## config.mk

```make
export PLATFORM = sky130hd
export DESIGN_NAME = uart_edge_time_decoder
export DESIGN_NICKNAME = d
export VERILOG_FILES = /design/src/rtl/uetd_pkg.sv /design/src/rtl/uart_edge_time_decoder.sv
export SDC_FILE = /design/constraint.sdc
export NUM_CORES = 1
export LEC_CHECK = 0
export BUFFER_PORTS_ARGS = -buffer_cell sky130_fd_sc_hd__buf_2
export CORE_ASPECT_RATIO = 1.1
export CORE_MARGIN = 8
export CORE_UTILIZATION = 63
export CTS_BUF_LIST = sky130_fd_sc_hd__clkbuf_8 sky130_fd_sc_hd__clkbuf_16
export CTS_CLUSTER_SIZE = 24
export DETAILED_ROUTE_END_ITERATION = 6
export HOLD_SLACK_MARGIN = 0.03
export PLACE_DENSITY_LB_ADDON = 0.08
export SYNTH_ARGS = -nofsm -noshare
export SYNTH_HDL_FRONTEND = slang
export SYNTH_SLANG_ARGS = --single-unit
```

## constraint.sdc

```tcl
create_clock -name clock -period 9.86 [get_ports clock]
set_input_delay 0.493 -clock clock [delete_from_list [all_inputs] [get_ports clock]]
set_output_delay 0.493 -clock clock [all_outputs]
set_load 0.05 [all_outputs]
```

## src/rtl/uetd_pkg.sv

```systemverilog
// Shared types and constants for the UART edge-time decoder.
package uetd_pkg;

   localparam int TIME_W          = 32;  // edge timestamp width
   localparam int FRAC_W          = 8;   // fraction bits of the bit time
   localparam int BT_W            = 24;  // bit time register width
   localparam int FRAME_REG_W     = 5;   // frame length register width
   localparam int COUNT_W         = 16;  // batch byte counter width
   localparam int BYTE_W          = 8;
   localparam int MIN_FRAME_BITS  = 2;
   localparam int DEF_MAX_FRAME   = 16;
   localparam int CSR_IDX_W       = 2;

   // dividend is 2 * (interval << FRAC_W) + bit_time
   localparam int NUM_W           = TIME_W + FRAC_W + 2;
   localparam int DIV_STEPS       = NUM_W;
   localparam int STEP_W          = $clog2(DIV_STEPS + 1);
   localparam int DVR_W           = BT_W + 1;  // divisor is 2 * bit_time

   localparam logic [BT_W-1:0]        BIT_TIME_RST   = BT_W'(2222);
   localparam logic [FRAME_REG_W-1:0] FRAME_BITS_RST = FRAME_REG_W'(10);
   localparam logic [COUNT_W-1:0]     COUNT_MAX      = {COUNT_W{1'b1}};

   // configuration register indexes
   localparam logic [CSR_IDX_W-1:0] CSR_BIT_TIME   = CSR_IDX_W'(0);
   localparam logic [CSR_IDX_W-1:0] CSR_FRAME_BITS = CSR_IDX_W'(1);

   typedef struct packed {
      logic [TIME_W-1:0] edge_time;
      logic              last_edge;
   } req_type;

   typedef struct packed {
      logic [BYTE_W-1:0]  data_byte;
      logic               byte_valid;
      logic               batch_done;
      logic [COUNT_W-1:0] bytes_in_batch;
   } rsp_type;

endpackage

```

## src/rtl/uart_edge_time_decoder.sv

```systemverilog
// UART byte recovery from line-edge timestamps, with a serial run-length divider.
//
// Each accepted item is one line edge. The first edge of a batch only records its
// time; when it is also the last edge, it goes on to report the count. Every
// later edge forms the interval, then builds the dividend and checks the
// idle-line limit, then runs through the shared restoring divider (one
// quotient bit per cycle, one 26-bit compare and subtract), and then, once
// the result slot is free, updates the frame. The
// divider turns the interval into a run length, interval / bit_time rounded half
// up; only its low bits plus a sticky overflow flag are kept, since a run is
// always clamped to the bits still missing in the frame. Runs alternate low and
// high, starting low, and fill the frame word from bit 0. A completed frame
// yields frame bits 1..8 as data_byte; the last edge of a batch also yields a
// result with batch_done set and then clears the decoder. req_stall is high
// while an edge is being processed. Configuration is accepted only while idle.
// bit_time 0 acts as 1; frame_bits is clamped to 2..MAX_FRAME_BITS.
module uart_edge_time_decoder #(
   parameter int MAX_FRAME_BITS = uetd_pkg::DEF_MAX_FRAME
) (
   input  logic                           clock,
   input  logic                           reset,
   input  logic                           req_valid,
   output logic                           req_stall,
   input  uetd_pkg::req_type              req_payload,
   output logic                           rsp_valid,
   input  logic                           rsp_stall,
   output uetd_pkg::rsp_type              rsp_payload,
   input  logic                           csr_valid,
   output logic                           csr_ready,
   input  logic [uetd_pkg::CSR_IDX_W-1:0] csr_index,
   input  logic [uetd_pkg::BT_W-1:0]      csr_data
);

   localparam int FB_W   = $clog2(MAX_FRAME_BITS + 1);
   localparam int LIM_W  = uetd_pkg::BT_W + FB_W;
   localparam int SCL_W  = uetd_pkg::TIME_W + uetd_pkg::FRAC_W;
   localparam int REM_W  = uetd_pkg::DVR_W;
   localparam logic [FB_W-1:0] FB_MAX = FB_W'(MAX_FRAME_BITS);
   localparam logic [FB_W-1:0] FB_MIN = FB_W'(uetd_pkg::MIN_FRAME_BITS);

   typedef enum logic [1:0] {
      ST_IDLE,
      ST_PREP,
      ST_DIVIDE,
      ST_FINISH
   } state_type;

   // configuration
   logic [uetd_pkg::BT_W-1:0]        bit_time_ff,   bit_time_in;
   logic [uetd_pkg::FRAME_REG_W-1:0] frame_bits_ff, frame_bits_in;

   // control and decoder state
   state_type                     state_ff,     state_in;
   logic                          have_prev_ff, have_prev_in;
   logic                          level_hi_ff,  level_hi_in;
   logic [FB_W-1:0]               filled_ff,    filled_in;
   logic [uetd_pkg::COUNT_W-1:0]  count_ff,     count_in;
   logic                          rsp_valid_ff, rsp_valid_in;
   logic [uetd_pkg::STEP_W-1:0]   step_ff,      step_in;

   // payload / datapath
   logic [uetd_pkg::TIME_W-1:0]   prev_time_ff, prev_time_in;
   logic [MAX_FRAME_BITS-1:0]     frame_ff,     frame_in;
   logic [uetd_pkg::TIME_W-1:0]   diff_ff,      diff_in;
   logic                          zero_ff,      zero_in;    // run forced to zero
   logic                          first_ff,     first_in;   // edge had no predecessor
   logic                          last_ff,      last_in;
   logic [uetd_pkg::NUM_W-1:0]    num_ff,       num_in;
   logic [REM_W-1:0]              rem_ff,       rem_in;
   logic [FB_W-1:0]               quo_ff,       quo_in;
   logic                          sat_ff,       sat_in;     // quotient overflowed quo_ff
   uetd_pkg::rsp_type             rsp_ff,       rsp_in;

   // combinational helpers
   logic [uetd_pkg::BT_W-1:0]        bt_eff;
   logic [REM_W-1:0]                 divisor;
   logic [uetd_pkg::FRAME_REG_W-1:0] fb_clamp;
   logic [FB_W-1:0]                  fb_eff;
   logic [LIM_W-1:0]                 limit;
   logic [SCL_W-1:0]                 scaled;
   logic [REM_W:0]                   shifted;
   logic                             take;
   logic [FB_W-1:0]                  missing;
   logic                             run_nz;
   logic [FB_W-1:0]                  run_n;
   logic [FB_W:0]                    filled_sum;
   logic [FB_W:0]                    filled_new;
   logic [MAX_FRAME_BITS-1:0]        mask;
   logic                             emit;
   logic                             slot_free;
   logic                             req_fire;

   assign bt_eff   = (bit_time_ff == '0) ? uetd_pkg::BT_W'(1) : bit_time_ff;
   assign divisor  = {bt_eff, 1'b0};
   assign req_stall = (state_ff != ST_IDLE);
   assign req_fire  = req_valid && !req_stall;
   assign csr_ready = (state_ff == ST_IDLE);
   assign slot_free = !rsp_valid_ff || !rsp_stall;
   assign rsp_valid   = rsp_valid_ff;
   assign rsp_payload = rsp_ff;

   // effective frame length
   always_comb begin
      fb_clamp = frame_bits_ff;
      if (fb_clamp < uetd_pkg::FRAME_REG_W'(FB_MIN)) begin
         fb_clamp = uetd_pkg::FRAME_REG_W'(FB_MIN);
      end
      if (fb_clamp > uetd_pkg::FRAME_REG_W'(FB_MAX)) begin
         fb_clamp = uetd_pkg::FRAME_REG_W'(FB_MAX);
      end
      fb_eff = fb_clamp[FB_W-1:0];
   end

   // idle-line limit: an interval of a whole frame or more with no frame open
   assign limit  = LIM_W'(bt_eff) * LIM_W'(fb_eff);
   assign scaled = {diff_ff, {uetd_pkg::FRAC_W{1'b0}}};

   // one restoring divide step
   assign shifted = {rem_ff, num_ff[uetd_pkg::NUM_W-1]};
   assign take    = (shifted >= {1'b0, divisor});

   // frame update
   always_comb begin
      missing = (filled_ff < fb_eff) ? (fb_eff - filled_ff) : '0;
      run_nz  = !first_ff && !zero_ff && (sat_ff || (quo_ff != '0));
      if (last_ff || sat_ff || (quo_ff > missing)) begin
         run_n = missing;
      end else begin
         run_n = quo_ff;
      end
      filled_sum = {1'b0, filled_ff} + {1'b0, run_n};
      filled_new = run_nz ? filled_sum : {1'b0, filled_ff};
      for (int i = 0; i < MAX_FRAME_BITS; i++) begin
         mask[i] = ((FB_W+1)'(i) >= {1'b0, filled_ff}) && ((FB_W+1)'(i) < filled_sum);
      end
      emit = !first_ff && (filled_new >= {1'b0, fb_eff});
   end

   always_comb begin
      bit_time_in   = bit_time_ff;
      frame_bits_in = frame_bits_ff;
      state_in      = state_ff;
      have_prev_in  = have_prev_ff;
      level_hi_in   = level_hi_ff;
      filled_in     = filled_ff;
      count_in      = count_ff;
      rsp_valid_in  = rsp_valid_ff && rsp_stall;
      step_in       = step_ff;
      prev_time_in  = prev_time_ff;
      frame_in      = frame_ff;
      diff_in       = diff_ff;
      zero_in       = zero_ff;
      first_in      = first_ff;
      last_in       = last_ff;
      num_in        = num_ff;
      rem_in        = rem_ff;
      quo_in        = quo_ff;
      sat_in        = sat_ff;
      rsp_in        = rsp_ff;

      if (csr_valid && csr_ready) begin
         unique case (csr_index)
            uetd_pkg::CSR_BIT_TIME:   bit_time_in   = csr_data;
            uetd_pkg::CSR_FRAME_BITS: frame_bits_in = csr_data[uetd_pkg::FRAME_REG_W-1:0];
            default: ;
         endcase
      end

      unique case (state_ff)
         ST_IDLE: begin
            if (req_fire) begin
               last_in      = req_payload.last_edge;
               first_in     = !have_prev_ff;
               diff_in      = req_payload.edge_time - prev_time_ff;
               zero_in      = (req_payload.edge_time <= prev_time_ff);
               prev_time_in = req_payload.edge_time;
               have_prev_in = 1'b1;
               if (have_prev_ff) begin
                  state_in = ST_PREP;
               end else if (req_payload.last_edge) begin
                  state_in = ST_FINISH;
               end
            end
         end
         ST_PREP: begin
            num_in  = {1'b0, scaled, 1'b0} + uetd_pkg::NUM_W'(bt_eff);
            zero_in = zero_ff ||
                      ((filled_ff == '0) && (scaled >= SCL_W'(limit)));
            rem_in  = '0;
            quo_in  = '0;
            sat_in  = 1'b0;
            step_in = uetd_pkg::STEP_W'(uetd_pkg::DIV_STEPS);
            state_in = ST_DIVIDE;
         end
         ST_DIVIDE: begin
            num_in  = {num_ff[uetd_pkg::NUM_W-2:0], 1'b0};
            rem_in  = take ? REM_W'(shifted - {1'b0, divisor}) : shifted[REM_W-1:0];
            quo_in  = {quo_ff[FB_W-2:0], take};
            sat_in  = sat_ff || quo_ff[FB_W-1];
            step_in = step_ff - uetd_pkg::STEP_W'(1);
            if (step_ff == uetd_pkg::STEP_W'(1)) begin
               state_in = ST_FINISH;
            end
         end
         ST_FINISH: begin
            if (slot_free) begin
               state_in = ST_IDLE;
               if (run_nz) begin
                  frame_in    = level_hi_ff ? (frame_ff | mask) : (frame_ff & ~mask);
                  level_hi_in = !level_hi_ff;
               end
               filled_in = filled_new[FB_W-1:0];
               count_in  = count_ff;
               if (emit) begin
                  filled_in = '0;
                  if (count_ff != uetd_pkg::COUNT_MAX) begin
                     count_in = count_ff + uetd_pkg::COUNT_W'(1);
                  end
               end
               if (emit || last_ff) begin
                  rsp_valid_in          = 1'b1;
                  rsp_in.byte_valid     = emit;
                  rsp_in.batch_done     = last_ff;
                  rsp_in.bytes_in_batch = count_in;
                  rsp_in.data_byte      = '0;
                  if (emit) begin
                     rsp_in.data_byte = frame_in[uetd_pkg::BYTE_W:1];
                  end
               end
               if (last_ff) begin
                  have_prev_in = 1'b0;
                  prev_time_in = '0;
                  level_hi_in  = 1'b0;
                  frame_in     = '0;
                  filled_in    = '0;
                  count_in     = '0;
               end
            end
         end
         default: state_in = ST_IDLE;
      endcase
   end

   always_ff @(posedge clock) begin
      if (reset) begin
         bit_time_ff   <= uetd_pkg::BIT_TIME_RST;
         frame_bits_ff <= uetd_pkg::FRAME_BITS_RST;
         state_ff      <= ST_IDLE;
         have_prev_ff  <= 1'b0;
         level_hi_ff   <= 1'b0;
         filled_ff     <= '0;
         count_ff      <= '0;
         rsp_valid_ff  <= 1'b0;
         step_ff       <= '0;
         prev_time_ff  <= '0;
         frame_ff      <= '0;
      end else begin
         bit_time_ff   <= bit_time_in;
         frame_bits_ff <= frame_bits_in;
         state_ff      <= state_in;
         have_prev_ff  <= have_prev_in;
         level_hi_ff   <= level_hi_in;
         filled_ff     <= filled_in;
         count_ff      <= count_in;
         rsp_valid_ff  <= rsp_valid_in;
         step_ff       <= step_in;
         prev_time_ff  <= prev_time_in;
         frame_ff      <= frame_in;
      end
      diff_ff  <= diff_in;
      zero_ff  <= zero_in;
      first_ff <= first_in;
      last_ff  <= last_in;
      num_ff   <= num_in;
      rem_ff   <= rem_in;
      quo_ff   <= quo_in;
      sat_ff   <= sat_in;
      rsp_ff   <= rsp_in;
   end

`ifndef SYNTHESIS
   // divider remainder stays below the divisor
   assert property (@(posedge clock) disable iff (reset)
      (state_ff == ST_DIVIDE) |-> (rem_ff < divisor))
      else $error("divider remainder out of range");

   // a partially filled frame never reaches the frame size limit
   assert property (@(posedge clock) disable iff (reset)
      filled_ff < FB_MAX)
      else $error("frame fill count too large");

   // a new result only comes out of the finish step
   assert property (@(posedge clock) disable iff (reset)
      (rsp_valid_ff && !$past(rsp_valid_ff)) |-> ($past(state_ff) == ST_FINISH))
      else $error("result raised outside finish");

   // a result without a byte is the end-of-batch report with a cleared byte
   assert property (@(posedge clock) disable iff (reset)
      (rsp_valid_ff && !rsp_ff.byte_valid) |-> (rsp_ff.batch_done && (rsp_ff.data_byte == '0)))
      else $error("empty result without batch end");
`endif

endmodule
```

# [After elaboration in Yosys (flattened, before gate mapping)]
# Index checks and enable logic that the tools add are counted.
[word_totals] ff_bits=243 inputBits=64 output_inout_bits=29 word_cells=183
[op_classes] n_addsub=7 multipliers=1 n_lt_le_gt_ge=40 eq_ne=11 mux=41 n_bitwise=3 n_reduce_logical=56
[ops] cell="2-to-1 mux 16 bit" n=6
[ops] cell="2-to-1 mux 32 bit" n=3
[ops] cell="case mux 42 bit (2 select lines)" n=1
[ops] cell="case mux 32 bit (2 select lines)" n=1
[ops] cell="case mux 25 bit (2 select lines)" n=1
[ops] cell="< comparator 4 x 6 -> 1 bit (first input constant)" n=8
[ops] cell="adder 41 x 24 -> 42 bit" n=1
[ops] cell=">= comparator 4 x 5 -> 1 bit (first input constant)" n=8
[ops] cell=">= comparator 40 x 29 -> 1 bit" n=1
[ops] cell="<= comparator 32 bit" n=1
[ops] cell="subtractor 32 bit" n=1
[ops] cell="2-to-1 mux 5 bit" n=6
[ops] cell="multiplier 24 x 5 -> 29 bit" n=1
[ops] cell=">= comparator 26 x 25 -> 1 bit" n=1
[ops] cell="2-to-1 mux 25 bit" n=1
[ops] cell="subtractor 25 bit" n=1
[ops] cell="logical NOT 24 bit" n=1
[ops] cell="< comparator 3 x 6 -> 1 bit (first input constant)" n=4
[ops] cell="2-to-1 mux 24 bit" n=1
[ops] cell="logical AND 1 bit" n=23
[ops] cell=">= comparator 3 x 5 -> 1 bit (first input constant)" n=4
[ops] cell="adder 16 x 1 -> 16 bit (second input constant)" n=1
[ops] cell="bitwise AND 16 bit" n=1
[ops] cell="inequality test 16 bit (second input constant)" n=1
[ops] cell="other kinds (36)" n=81

# [Depth between registers and ports, before layout]
# Gate-level depths: netlist of run 1.
[depth] ltp_word=17 depth_mapped=41 mapped_depth_nobuf=37

# [Worst setup path after synthesis of run 1]
# OpenSTA, ideal clock, no wires.
[synth_path] path_kind="register -> register" from="reg frame_bits_ff[4] (netlist name)" to="reg rsp_ff (netlist bit rsp_payload[0]), enable pin" setup_time_ns=0.418 t_arrival_ns=7.375 required_ns=9.442 setup_slack_ns=2.067 stages_incl_launch_ff=39 n_path_buf=5 period_less_slack_ns=7.793 cell_sequence="dfxtp_1 clkbuf_1 inv_1 o311a_1 clkbuf_1 inv_2 ha_1 nor2b_1 o21ai_0 nand2b_1 a21o_1 a21oi_1 a31oi_1 nor2b_1 inv_1 ha_1 nor2b_1 o21a_1 (+3 left out) a31oi_1 or3_1 clkbuf_1 o21ai_0 ha_1 inv_1 fa_1 inv_1 a21o_1 a21oi_1 xnor2_1 mux2_2 ha_1 a221oi_1 or2_1 clkbuf_1 clkbuf_1 a21oi_1"
[synth_between] elab_chain_cells=15 elab_cells_between_ends=16 classes_between="add/sub (2); order compare (5); mux (5); reduce/logical (4)"
[synth_lines] element="from (decl)" line_no="uart_edge_time_decoder.sv:50" rtl="logic [uetd_pkg::FRAME_REG_W-1:0] frame_bits_ff, frame_bits_in;"
[synth_lines] element="from (signal assigned)" line_no="uart_edge_time_decoder.sv:247" rtl="frame_bits_ff <= uetd_pkg::FRAME_BITS_RST;"
[synth_lines] element="from (signal assigned)" line_no="uart_edge_time_decoder.sv:259" rtl="frame_bits_ff <= frame_bits_in;"
[synth_lines] element="< comparator 5 x 2 -> 1 bit" line_no="uart_edge_time_decoder.sv:105" rtl="if (fb_clamp < uetd_pkg::FRAME_REG_W'(FB_MIN)) begin"
[synth_lines] element="2-to-1 mux 5 bit *" line_no="uart_edge_time_decoder.sv:105"
[synth_lines] element="> comparator 5 bit" line_no="uart_edge_time_decoder.sv:108" rtl="if (fb_clamp > uetd_pkg::FRAME_REG_W'(FB_MAX)) begin"
[synth_lines] element="2-to-1 mux 5 bit *" line_no="uart_edge_time_decoder.sv:108"
[synth_lines] element="subtractor 5 bit or < comparator 5 bit (tied branches)" line_no="uart_edge_time_decoder.sv:124" rtl="missing = (filled_ff < fb_eff) ? (fb_eff - filled_ff) : '0;"
[synth_lines] element="2-to-1 mux 5 bit" line_no="uart_edge_time_decoder.sv:124"
[synth_lines] element="> comparator 5 bit" line_no="uart_edge_time_decoder.sv:126" rtl="if (last_ff || sat_ff || (quo_ff > missing)) begin"
[synth_lines] element="logical OR 1 bit" line_no="uart_edge_time_decoder.sv:126"
[synth_lines] element="2-to-1 mux 5 bit" line_no="uart_edge_time_decoder.sv:126"
[synth_lines] element="adder 5 x 5 -> 6 bit" line_no="uart_edge_time_decoder.sv:131" rtl="filled_sum = {1'b0, filled_ff} + {1'b0, run_n};"
[synth_lines] element="2-to-1 mux 6 bit" line_no="uart_edge_time_decoder.sv:132" rtl="filled_new = run_nz ? filled_sum : {1'b0, filled_ff};"
[synth_lines] element=">= comparator 6 x 5 -> 1 bit *" line_no="uart_edge_time_decoder.sv:136" rtl="emit = !first_ff && (filled_new >= {1'b0, fb_eff});"
[synth_lines] element="logical AND 1 bit *" line_no="uart_edge_time_decoder.sv:136"
[synth_lines] element="logical OR 1 bit *" line_no="uart_edge_time_decoder.sv:220" rtl="if (emit || last_ff) begin"
[synth_lines] element="AND reduction 3 bit (no line) *"
[synth_lines] element="to (signal assigned)" line_no="uart_edge_time_decoder.sv:278" rtl="rsp_ff <= rsp_in;"
[synth_lines] element="to (decl)" line_no="uart_edge_time_decoder.sv:72" rtl="uetd_pkg::rsp_type rsp_ff, rsp_in;"
# Every way passes the cells marked *; elsewhere a longest branch is shown, timed or not.
# A chain may end at the register's enable or synchronous reset.

# [Final worst setup path of run 1]
[layout_path] from="reg frame_bits_ff[4] (netlist name)" to="reg rsp_ff (netlist bit rsp_payload[15]), data pin"
[layout_between] elab_chain_cells=14 elab_cells_between_ends=15 classes_between="add/sub (2); order compare (5); mux (6); reduce/logical (2)"
[layout_lines] element="< comparator 5 x 2 -> 1 bit" line_no="uart_edge_time_decoder.sv:105"
[layout_lines] element="2-to-1 mux 5 bit *" line_no="uart_edge_time_decoder.sv:105"
[layout_lines] element="> comparator 5 bit" line_no="uart_edge_time_decoder.sv:108"
[layout_lines] element="2-to-1 mux 5 bit *" line_no="uart_edge_time_decoder.sv:108"
[layout_lines] element="subtractor 5 bit or < comparator 5 bit (tied branches)" line_no="uart_edge_time_decoder.sv:124"
[layout_lines] element="2-to-1 mux 5 bit" line_no="uart_edge_time_decoder.sv:124"
[layout_lines] element="> comparator 5 bit" line_no="uart_edge_time_decoder.sv:126"
[layout_lines] element="logical OR 1 bit" line_no="uart_edge_time_decoder.sv:126"
[layout_lines] element="2-to-1 mux 5 bit" line_no="uart_edge_time_decoder.sv:126"
[layout_lines] element="adder 5 x 5 -> 6 bit" line_no="uart_edge_time_decoder.sv:131"
[layout_lines] element="2-to-1 mux 6 bit" line_no="uart_edge_time_decoder.sv:132"
[layout_lines] element=">= comparator 6 x 5 -> 1 bit *" line_no="uart_edge_time_decoder.sv:136"
[layout_lines] element="logical AND 1 bit *" line_no="uart_edge_time_decoder.sv:136"
[layout_lines] element="2-to-1 mux 16 bit *" line_no="uart_edge_time_decoder.sv:214" rtl="if (emit) begin"
# Marked as above.

==> results.ini, run 1 <==
[worst_setup_path]
slowest_delay_ns=0.68
r2r_slack_ns=1.20
required_ns=10.15
criticalPathCategory=reg2reg
crit_path_top_delay_cell=inv_1
r2r_end=rsp_payload[15]$_DFFE_PP_
cp-end-kind=flip-flop
r2r_cells=35
cp.arrival_ns=8.95
regToRegStartpoint=frame_bits_ff[4]$_SDFFE_PP0P_
critPathLaunchType=flip-flop
cp_max_fo=22

[yosys]
synthTopCellsByCount=258 x nor2_1, 202 x nand2_1, 180 x inv_1
synth_flop_cell=edfxtp_1
syn_inst=2077
synth_fp_nets=2369
synth_area_um2=18200
synth_area_per_cell_um2=8.77
ys_ff_latch=235
synth_warnings=0
synth_area_leaders=edfxtp_1 22%, dfxtp_1 11%, ha_1 11%
yosysTopAreaCellShare_pct=22.1
yosysTopAreaCell=edfxtp_1
seq_area_frac_synth_pct=33.2
synth_most_common_cell=nor2_1
async_reset_ff_share_pct=0
synth_edf_count=134
synth_cell_types=76

[route]
route.detailed.drc=0
viasPerCell=6.03
drt_pass1_iterations=7
via_count=15100
ant_nets=0
drt_iter0_markers=1106
finalWirelength_um=45900
post_drt_wl_per_cell_um=18.3

[placed_design]
dp_slack_ns=1.38
dp_hpwl_um=34000
gp_congestion=0.939
portBuffers=92

[sta]
fin_crit_ns=8.66
setup_viol=0
rsz0062_at_grt=no
tightest_slew_ns=1.07
finClkSkew_ns=0.0150
period_share_pct=87.8
finalHoldViolCount=0
final-max-slew-violation-count=0
slew_headroom_pct=28.4
max_freq_mhz=115
setup_tns_ns=0
fin_ws_ns=1.20

[cells_and_area]
area_growth_syn_to_layout_pct=8.79
fill_cells=2324
drive_gt1_share_pct=8.95
fin_nets=2404
insertedDiodeCount=0

[global_route]
grt_overflow=0
grt_pass1_vias=15000
grt_first_pass_wirelength_um=75200
antenna_found_initial=0
grt_max_degree=95
grt_use_total_pct=26.3

[floorplanning]
die_area_um2=34600
die_h_um=194
io_pins=93
die_w_um=178
fp.coreArea_um2=28500
initial_utilization_pct=63.8
rows=65

[power]
p_int_uw=2990
switching_share_pct=40.7
leakagePower_uw=0.00836
clkPwrFrac_pct=21.5
power_frac_seq_pct=32.1
powerDensity_nw_per_um2=255
power_switching_uw=2050
power_frac_comb_pct=46.4
irDropWorstVdd_v=0.000233

[cts]
cts.sinks=235
cts_tree=done
ctsResizeCount=0
hold_buffers=0
cts_setup_buffers=0
clkTransAtPathRegs_ns=0.06
clock_latency_ns=0.55
clockBufferDepth=3
ctsRootBufferMaster=clkbuf_16
numCtsBuffers=27
ctsHtreeMaxLevel=1

[worst_hold_path]
hp-start=csr_data[7]
holdCritPathClass=in2reg
whs_endpoint=bit_time_ff[7]$_SDFFE_PP1P_
hold_depth=3

[run]
max_cap_violations=0

[outcome]
status=complete, no violations

[critical path, delay by kind of cell, from the launching register on]
family	cells	cell delay [ns]
AOI/OAI and AO/OA	15	3.02
adders and majority gates	5	1.52
DFF	1	0.40
buffers and inverters	5	1.18
muxes	1	0.32
and+or+nand+nor	9	1.96
[power groups by stage]
stage | logic [uW] | registers, uW | clock network (uW)
3_5_place_dp | 2310 | 1630 | 0
3_3_place_gp | 2250 | 1620 | 0
2_1_floorplan | 1810 | 1590 | 0
5_1_grt | 2620 | 1650 | 1140
4_1_cts | 2340 | 1620 | 1100
6_report | 2340 | 1620 | 1080
[worst max path at each step]
stage | start | to | slack (ns) | cells past startpoint
detailed placement | frame_bits_ff[4]$_SDFFE_PP0P_ | rsp_payload[15]$_DFFE_PP_ | 1.38 | 35
finish | frame_bits_ff[4]$_SDFFE_PP0P_ | rsp_payload[15]$_DFFE_PP_ | 1.20 | 35
global route | frame_bits_ff[4]$_SDFFE_PP0P_ | rsp_payload[15]$_DFFE_PP_ | 0.61 | 35
CTS | frame_bits_ff[4]$_SDFFE_PP0P_ | rsp_payload[15]$_DFFE_PP_ | 1.34 | 35
floorplan | frame_bits_ff[4]$_SDFFE_PP0P_ | rsp_payload[0]$_DFFE_PP_ | 2.07 | 38
global placement | frame_bits_ff[4]$_SDFFE_PP0P_ | rsp_payload[15]$_DFFE_PP_ | 1.68 | 35
[registers in the layout, summed over array words and instances (netlist names), 2 cells and up]
signal         count
num_ff            42
rsp_payload       26
frame_ff           8
step_ff            6
diff_ff           32
state_ff           2
filled_ff          5
rem_ff            25
frame_bits_ff      5
quo_ff             5
count_ff          16
bit_time_ff       24
prev_time_ff      32
[layout make-up]
| type | instances | area (um2) | share of cell area [%] |
|---|---|---|---|
| clock buffer | 29 | 703 | 3.55 |
| clock inverter | 21 | 255 | 1.29 |
| inverter | 184 | 691 | 3.49 |
| multi-input combinational | 1560 | 11100 | 56.0 |
| sequential | 235 | 6050 | 30.5 |
| tap | 368 | 460 | 2.32 |
| timing repair buffer | 104 | 553 | 2.79 |
[kinds of logic (layout without fill, tap and decap cells)]
kind of cell / after synthesis / in the layout / synth area share, %
fa+ha+maj: 228 / 228 / 18.6
compound gates: 493 / 493 / 17.6
xor+xnor: 106 / 106 / 5.10
buf+inv: 282 / 338 / 6.01
flops: 235 / 235 / 33.2
simple gates: 692 / 692 / 17.2
mux: 41 / 41 / 2.32
[cells in the final DEF (no fill, tap or decap), drive strengths merged, types with 10 or more instances in the layout]
cell type  instances
o211ai            19
a21oi            137
nor2             258
clkbuf            29
ha               157
nor4              14
inv              189
mux2i             32
xnor2             63
nand2b            21
nand2            202
and2              11
a211oi            22
o31ai             14
and3              23
dfxtp            101
a31oi             13
xor2              43
nand3             39
nor3              21
nor2b             33
a22oi             39
a21o              42
buf              104
o21bai            10
or3               18
o21a              17
o21ai            114
edfxtp           134
fa                71
nand4             23
[through the flow]
stage	area (um2)	hold slack [ns]	std cells	power, uW	utilization [%]
3_3_place_gp	18900	0.442	2451	3880	66.0
4_1_cts	19800	0.168	2501	5050	69.4
3_5_place_dp	18900	0.451	2451	3950	66.0
2_1_floorplan	18200	0.436	2077	3400	-
6_report	19800	0.184	2501	5040	69.4
5_1_grt	19800	0.178	2501	5400	69.4
[metal layers]
layer	wire [um]	GRT usage [%]	vias up
met1	19400	33.3	7181
met2	22300	44.7	469
li1	-	-	7336
met5	0	0	-
met4	1640	10.0	0
met3	2490	3.45	99
(Power assumes the default switching activity.)
==> run 2: changes to the inputs <==
--- a/config.mk
+++ b/config.mk
@@ -7,9 +7,9 @@
 export LEC_CHECK = 0
 export BUFFER_PORTS_ARGS = -buffer_cell sky130_fd_sc_hd__buf_2
 export CORE_ASPECT_RATIO = 1.1
-export CORE_MARGIN = 8
+export CORE_MARGIN = 2
 export CORE_UTILIZATION = 63
-export CTS_BUF_LIST = sky130_fd_sc_hd__clkbuf_8 sky130_fd_sc_hd__clkbuf_16
+export CTS_BUF_LIST = sky130_fd_sc_hd__clkbuf_16
 export CTS_CLUSTER_SIZE = 24
 export DETAILED_ROUTE_END_ITERATION = 6
 export HOLD_SLACK_MARGIN = 0.03
==> run 2 against run 1 <==
Register-to-register slack worse by 0.11 ns. Core utilization down 0.074 points. Via count rose by 0.78%. Critical path type unchanged. Critical endpoint unchanged.
==> results.ini, run 2 (same netlist as run 1, synthesis figures left out) <==
[global_route]
grt_max_degree=95
grt_overflow=0
met2_usage_pct=51.3
grt_use_total_pct=30.1
use_met3_pct=4.19
grt_busiest_layer=met2
grt_pass1_vias=15000
antenna_found_initial=1
grt_first_pass_wirelength_um=74800
grtUsageMet1_pct=38.4

[worst_setup_path]
r2r_slack_ns=1.09
required_ns=10.16
critPathLaunchType=flip-flop
criticalPathCategory=reg2reg
r2r_end=rsp_payload[15]$_DFFE_PP_
cp_max_fo=22
worst-path-buf-inv=5
r2r_cells=35
cp.arrival_ns=9.07
slowest_delay_ns=0.65
cp-end-kind=flip-flop
crit_path_top_delay_cell=inv_1
crit_family=compound AO/OA/AOI/OAI gates
regToRegStartpoint=frame_bits_ff[4]$_SDFFE_PP0P_

[sta]
final-max-slew-violation-count=0
setup_viol=0
finalHoldViolCount=0
max_freq_mhz=114
slew_headroom_pct=26.4
tightest_slew_ns=1.10
rsz0062_at_grt=no
fin_crit_ns=8.77
period_share_pct=88.9
finClkSkew_ns=0.0153
setup_tns_ns=0

[cells_and_area]
largest-register=num_ff
area_growth_syn_to_layout_pct=8.67
largest_reg_flops=42
final_common_cell=nor2_1
reg_top3=num_ff: 42 flops, diff_ff: 32 flops, prev_time_ff: 32 flops
fin_nets=2405
final_cell_mix=256 x nor2_1, 202 x nand2_1, 182 x inv_1, 155 x ha_1, 136 x a21oi_1
insertedDiodeCount=0
fin_area_um2=19800
drive_gt1_share_pct=8.76

[route]
drt_iter0_markers=1181
viasPerCell=6.08
finalWirelength_um=45600
post_drt_wl_per_cell_um=18.2
ant_nets=0
route.detailed.drc=0
drt_pass1_iterations=7
via_count=15200

[floorplanning]
die_w_um=166
io_pins=93
rows=65
die_area_um2=30300
initial_utilization_pct=63.8
fp.coreArea_um2=28500
die_h_um=182

[power]
powerDensity_nw_per_um2=254
leakagePower_uw=0.00835
p_total_uw=5030
irDropWorstVdd_v=0.000263

[cts]
ctsRootBufferMaster=clkbuf_16
cts.sinks=235
ctsHtreeMaxLevel=1
ctsResizeCount=0
cts_setup_buffers=0
cts_tree=done
hold_buffers=0
clkTransAtPathRegs_ns=0.06
clock_latency_ns=0.55
clockBufferDepth=3
numCtsBuffers=27

[outcome]
status=complete, no violations

[placed_design]
gp_congestion=0.929
dp_hpwl_um=33700
placed_area_um2=18900
portBuffers=92

[run]
max_cap_violations=0

[worst_hold_path]
hold_depth=3
holdCritPathClass=in2reg
hp-start=csr_data[7]
whs_endpoint=bit_time_ff[7]$_SDFFE_PP1P_

==> run 2: cell count changes in the layout (fill, tap and decap cells not counted) <==
cell        before  now
clkinv_1         4    9
clkinv_4         1    5
inv_6            5    1
clkbuf_8         2    0
clkinvlp_4       3    1
buf_4           13   14
clkinv_2         3    2
==> run 2: stage by stage <==
stage / hold slack [ns] / utilization [%] / worst slack [ns] / std cells
finish: 0.170 / 69.3 / 1.09 / 2502
global route: 0.156 / 69.3 / 0.455 / 2502
CTS: 0.154 / 69.3 / 1.18 / 2502
detailed placement: 0.448 / 66.1 / 1.20 / 2452
global placement: 0.443 / 66.1 / 1.48 / 2452
floorplan: 0.436 / - / 2.07 / 2077
==> run 2: routing by layer <==
| layer | routed length (um) | vias to the layer above |
|---|---|---|
| met5 | 11 | - |
| met4 | 1940 | 2 |
| met3 | 2580 | 108 |
| met2 | 22000 | 451 |
| met1 | 19000 | 7297 |
| li1 | - | 7344 |
==> run 2: area by class of cell <==
type | count | area, um2
clock buffer | 27 | 676
inverter | 184 | 691
tap | 368 | 460
multi-input combinational | 1560 | 11100
sequential | 235 | 6050
fill | 2323 | 8760
clock inverter | 23 | 254
timing repair buffer | 105 | 561
==> run 2: tightest hold or removal path: stages <==
cell and delay (ns):
buf_2 0.08, nand2_1 0.04, o211ai_1 0.07
==> run 2: how the worst max path moves through the flow <==
stage                                  start                         to  slack, ns  depth (start not counted)
3_5_place_dp   frame_bits_ff[4]$_SDFFE_PP0P_  rsp_payload[15]$_DFFE_PP_       1.20                         35
2_1_floorplan  frame_bits_ff[4]$_SDFFE_PP0P_   rsp_payload[0]$_DFFE_PP_       2.07                         38
6_report       frame_bits_ff[4]$_SDFFE_PP0P_  rsp_payload[15]$_DFFE_PP_       1.09                         35
3_3_place_gp   frame_bits_ff[4]$_SDFFE_PP0P_  rsp_payload[15]$_DFFE_PP_       1.48                         35
5_1_grt        frame_bits_ff[4]$_SDFFE_PP0P_  rsp_payload[15]$_DFFE_PP_       0.46                         35
4_1_cts        frame_bits_ff[4]$_SDFFE_PP0P_  rsp_payload[15]$_DFFE_PP_       1.18                         35
==> run 2: power by group <==
part | internal (uW) | leakage, uW | switching, uW
combinational | 899 | 0.00578 | 1460
sequential | 1450 | 0.00211 | 170
clock | 631 | 0.000458 | 421
==> run 3: changes to the inputs <==
--- a/config.mk
+++ b/config.mk
@@ -13,7 +13,7 @@
 export CTS_CLUSTER_SIZE = 24
 export DETAILED_ROUTE_END_ITERATION = 6
 export HOLD_SLACK_MARGIN = 0.03
-export PLACE_DENSITY_LB_ADDON = 0.08
+export PLACE_DENSITY = 0.87
 export SYNTH_ARGS = -nofsm -noshare
 export SYNTH_HDL_FRONTEND = slang
 export SYNTH_SLANG_ARGS = --single-unit
==> run 3 against run 2 <==
Design area decreased by 0.27%. Highest routed layer unchanged. The run now ends with design-rule violations left. Fmax increased by 5.5%. Setup slack improved by 0.45 ns.
==> results.ini, run 3 (same netlist as run 1, synthesis figures left out) <==
[global_route]
grt_max_degree=95
grt_first_pass_wirelength_um=73700
grt_overflow=0
grt_use_total_pct=29.2
antenna_found_initial=2
grt_pass1_vias=15200

[power]
leakagePower_uw=0.00833
clkPwrFrac_pct=20.1
power_switching_uw=2040
powerDensity_nw_per_um2=251
irDropWorstVdd_v=0.000233
power_frac_comb_pct=47.4
p_int_uw=2920
switching_share_pct=41.1
power_frac_seq_pct=32.5

[worst_setup_path]
cp_max_fo=22
crit_path_top_delay_cell=inv_1
crit_family=compound AO/OA/AOI/OAI gates
required_ns=10.18
slowest_delay_ns=0.63
cp.arrival_ns=8.63
cp-end-kind=flip-flop
criticalPathCategory=reg2reg
worst-path-buf-inv=4
critPathLaunchType=flip-flop

[placed_design]
gp_congestion=0.942
dp_hpwl_um=33200
portBuffers=92
placed_area_um2=18900

[sta]
final-max-slew-violation-count=0
slew_headroom_pct=27.8
finClkSkew_ns=0.0378
tightest_slew_ns=1.07
max_freq_mhz=120
setup_tns_ns=0
finalHoldViolCount=0
rsz0062_at_grt=no
fin_crit_ns=8.31
period_share_pct=84.3
setup_viol=0

[cts]
numCtsBuffers=26
cts_tree=done
cts.sinks=235
ctsHtreeMaxLevel=1
ctsResizeCount=0
clkTransAtPathRegs_ns=0.06
ctsRootBufferMaster=clkbuf_16
hold_buffers=0
clock_latency_ns=0.57
cts_setup_buffers=0
clockBufferDepth=3

[route]
viasPerCell=6.14
via_count=15300
ant_nets=0
route.detailed.drc=3
post_drt_wl_per_cell_um=17.9
finalWirelength_um=44800
drt_pass1_iterations=7
drt_iter0_markers=1469

[cells_and_area]
largest_reg_flops=42
reg_top3=num_ff: 42 flops, diff_ff: 32 flops, prev_time_ff: 32 flops
final_cell_mix=256 x nor2_1, 202 x nand2_1, 186 x inv_1, 155 x ha_1, 136 x a21oi_1
fill_cells=2166
fin_area_um2=19700
fin_nets=2403
area_growth_syn_to_layout_pct=8.37
drive_gt1_share_pct=8.63
largest-register=num_ff
final_common_cell=nor2_1

[floorplanning]
die_h_um=182
initial_utilization_pct=63.8
die_area_um2=30300
rows=65
fp.coreArea_um2=28500
die_w_um=166
io_pins=93

[outcome]
status=finished, violations left
failed_checks=design-rule violations

[run]
max_cap_violations=0

[worst_hold_path]
holdCritPathClass=in2reg

-- run 3: cell count changes in the layout (fill, tap and decap cells not counted), sizes merged --
| cell | delta |
|---|---|
| clkinv | -6 |
| inv | +4 |
| bufinv | -2 |
| clkinvlp | +2 |
| diode | +2 |
| buf | -1 |
-- run 3: worst paths after layout --
check	from	cells past startpoint	to	slack (ns)
max	frame_bits_ff[4]$_SDFFE_PP0P_	34	rsp_payload[15]$_DFFE_PP_	1.55
min	req_payload[0]	1	last_ff$_DFFE_PP_	0.12
max reg2reg	frame_bits_ff[4]$_SDFFE_PP0P_	34	rsp_payload[15]$_DFFE_PP_	1.55
min reg2reg	frame_ff[1]$_SDFFE_PP0P_	2	frame_ff[1]$_SDFFE_PP0P_	0.47
-- run 3: cell type report --
type,count,area (um2),share of cell area [%]
Tap cell,368,460,2.33
Timing Repair Buffer,104,551,2.79
Antenna cell,2,5.00,0.0254
Sequential cell,235,6050,30.6
Clock buffer,27,676,3.42
Inverter,184,691,3.50
Multi-Input combinational cell,1560,11100,56.3
Clock inverter,21,205,1.04
-- run 3: metrics by stage --
| stage | util (%) | instances | power (uW) | hold slack, ns | setup WS (ns) |
|---|---|---|---|---|---|
| floorplan | - | 2077 | 3400 | 0.436 | 2.07 |
| global placement | 66.0 | 2451 | 3830 | 0.443 | 2.04 |
| detailed placement | 66.0 | 2451 | 3920 | 0.459 | 1.76 |
| CTS | 69.1 | 2499 | 4940 | 0.108 | 1.65 |
| global route | 69.1 | 2500 | 5290 | 0.115 | 0.907 |
| finish | 69.1 | 2501 | 4960 | 0.124 | 1.55 |
-- run 3: power by group through the flow --
stage / sequential [uW] / clock, uW / combinational [uW]
2_1_floorplan: 1590 / 0 / 1810
3_3_place_gp: 1610 / 0 / 2220
3_5_place_dp: 1620 / 0 / 2300
4_1_cts: 1610 / 1000 / 2330
5_1_grt: 1630 / 1040 / 2620
6_report: 1610 / 997 / 2350
-- run 3: routing by layer --
metal  wire length (um)  share of wire (%)  up-vias  track usage, %
met3               2810                6.3       95            3.49
met2              22000                 49      601            51.4
met5                 14              0.031        -               0
met4               1420                3.2        2            9.67
met1              18500                 41     7328            37.7
li1                   -                  -     7323               -
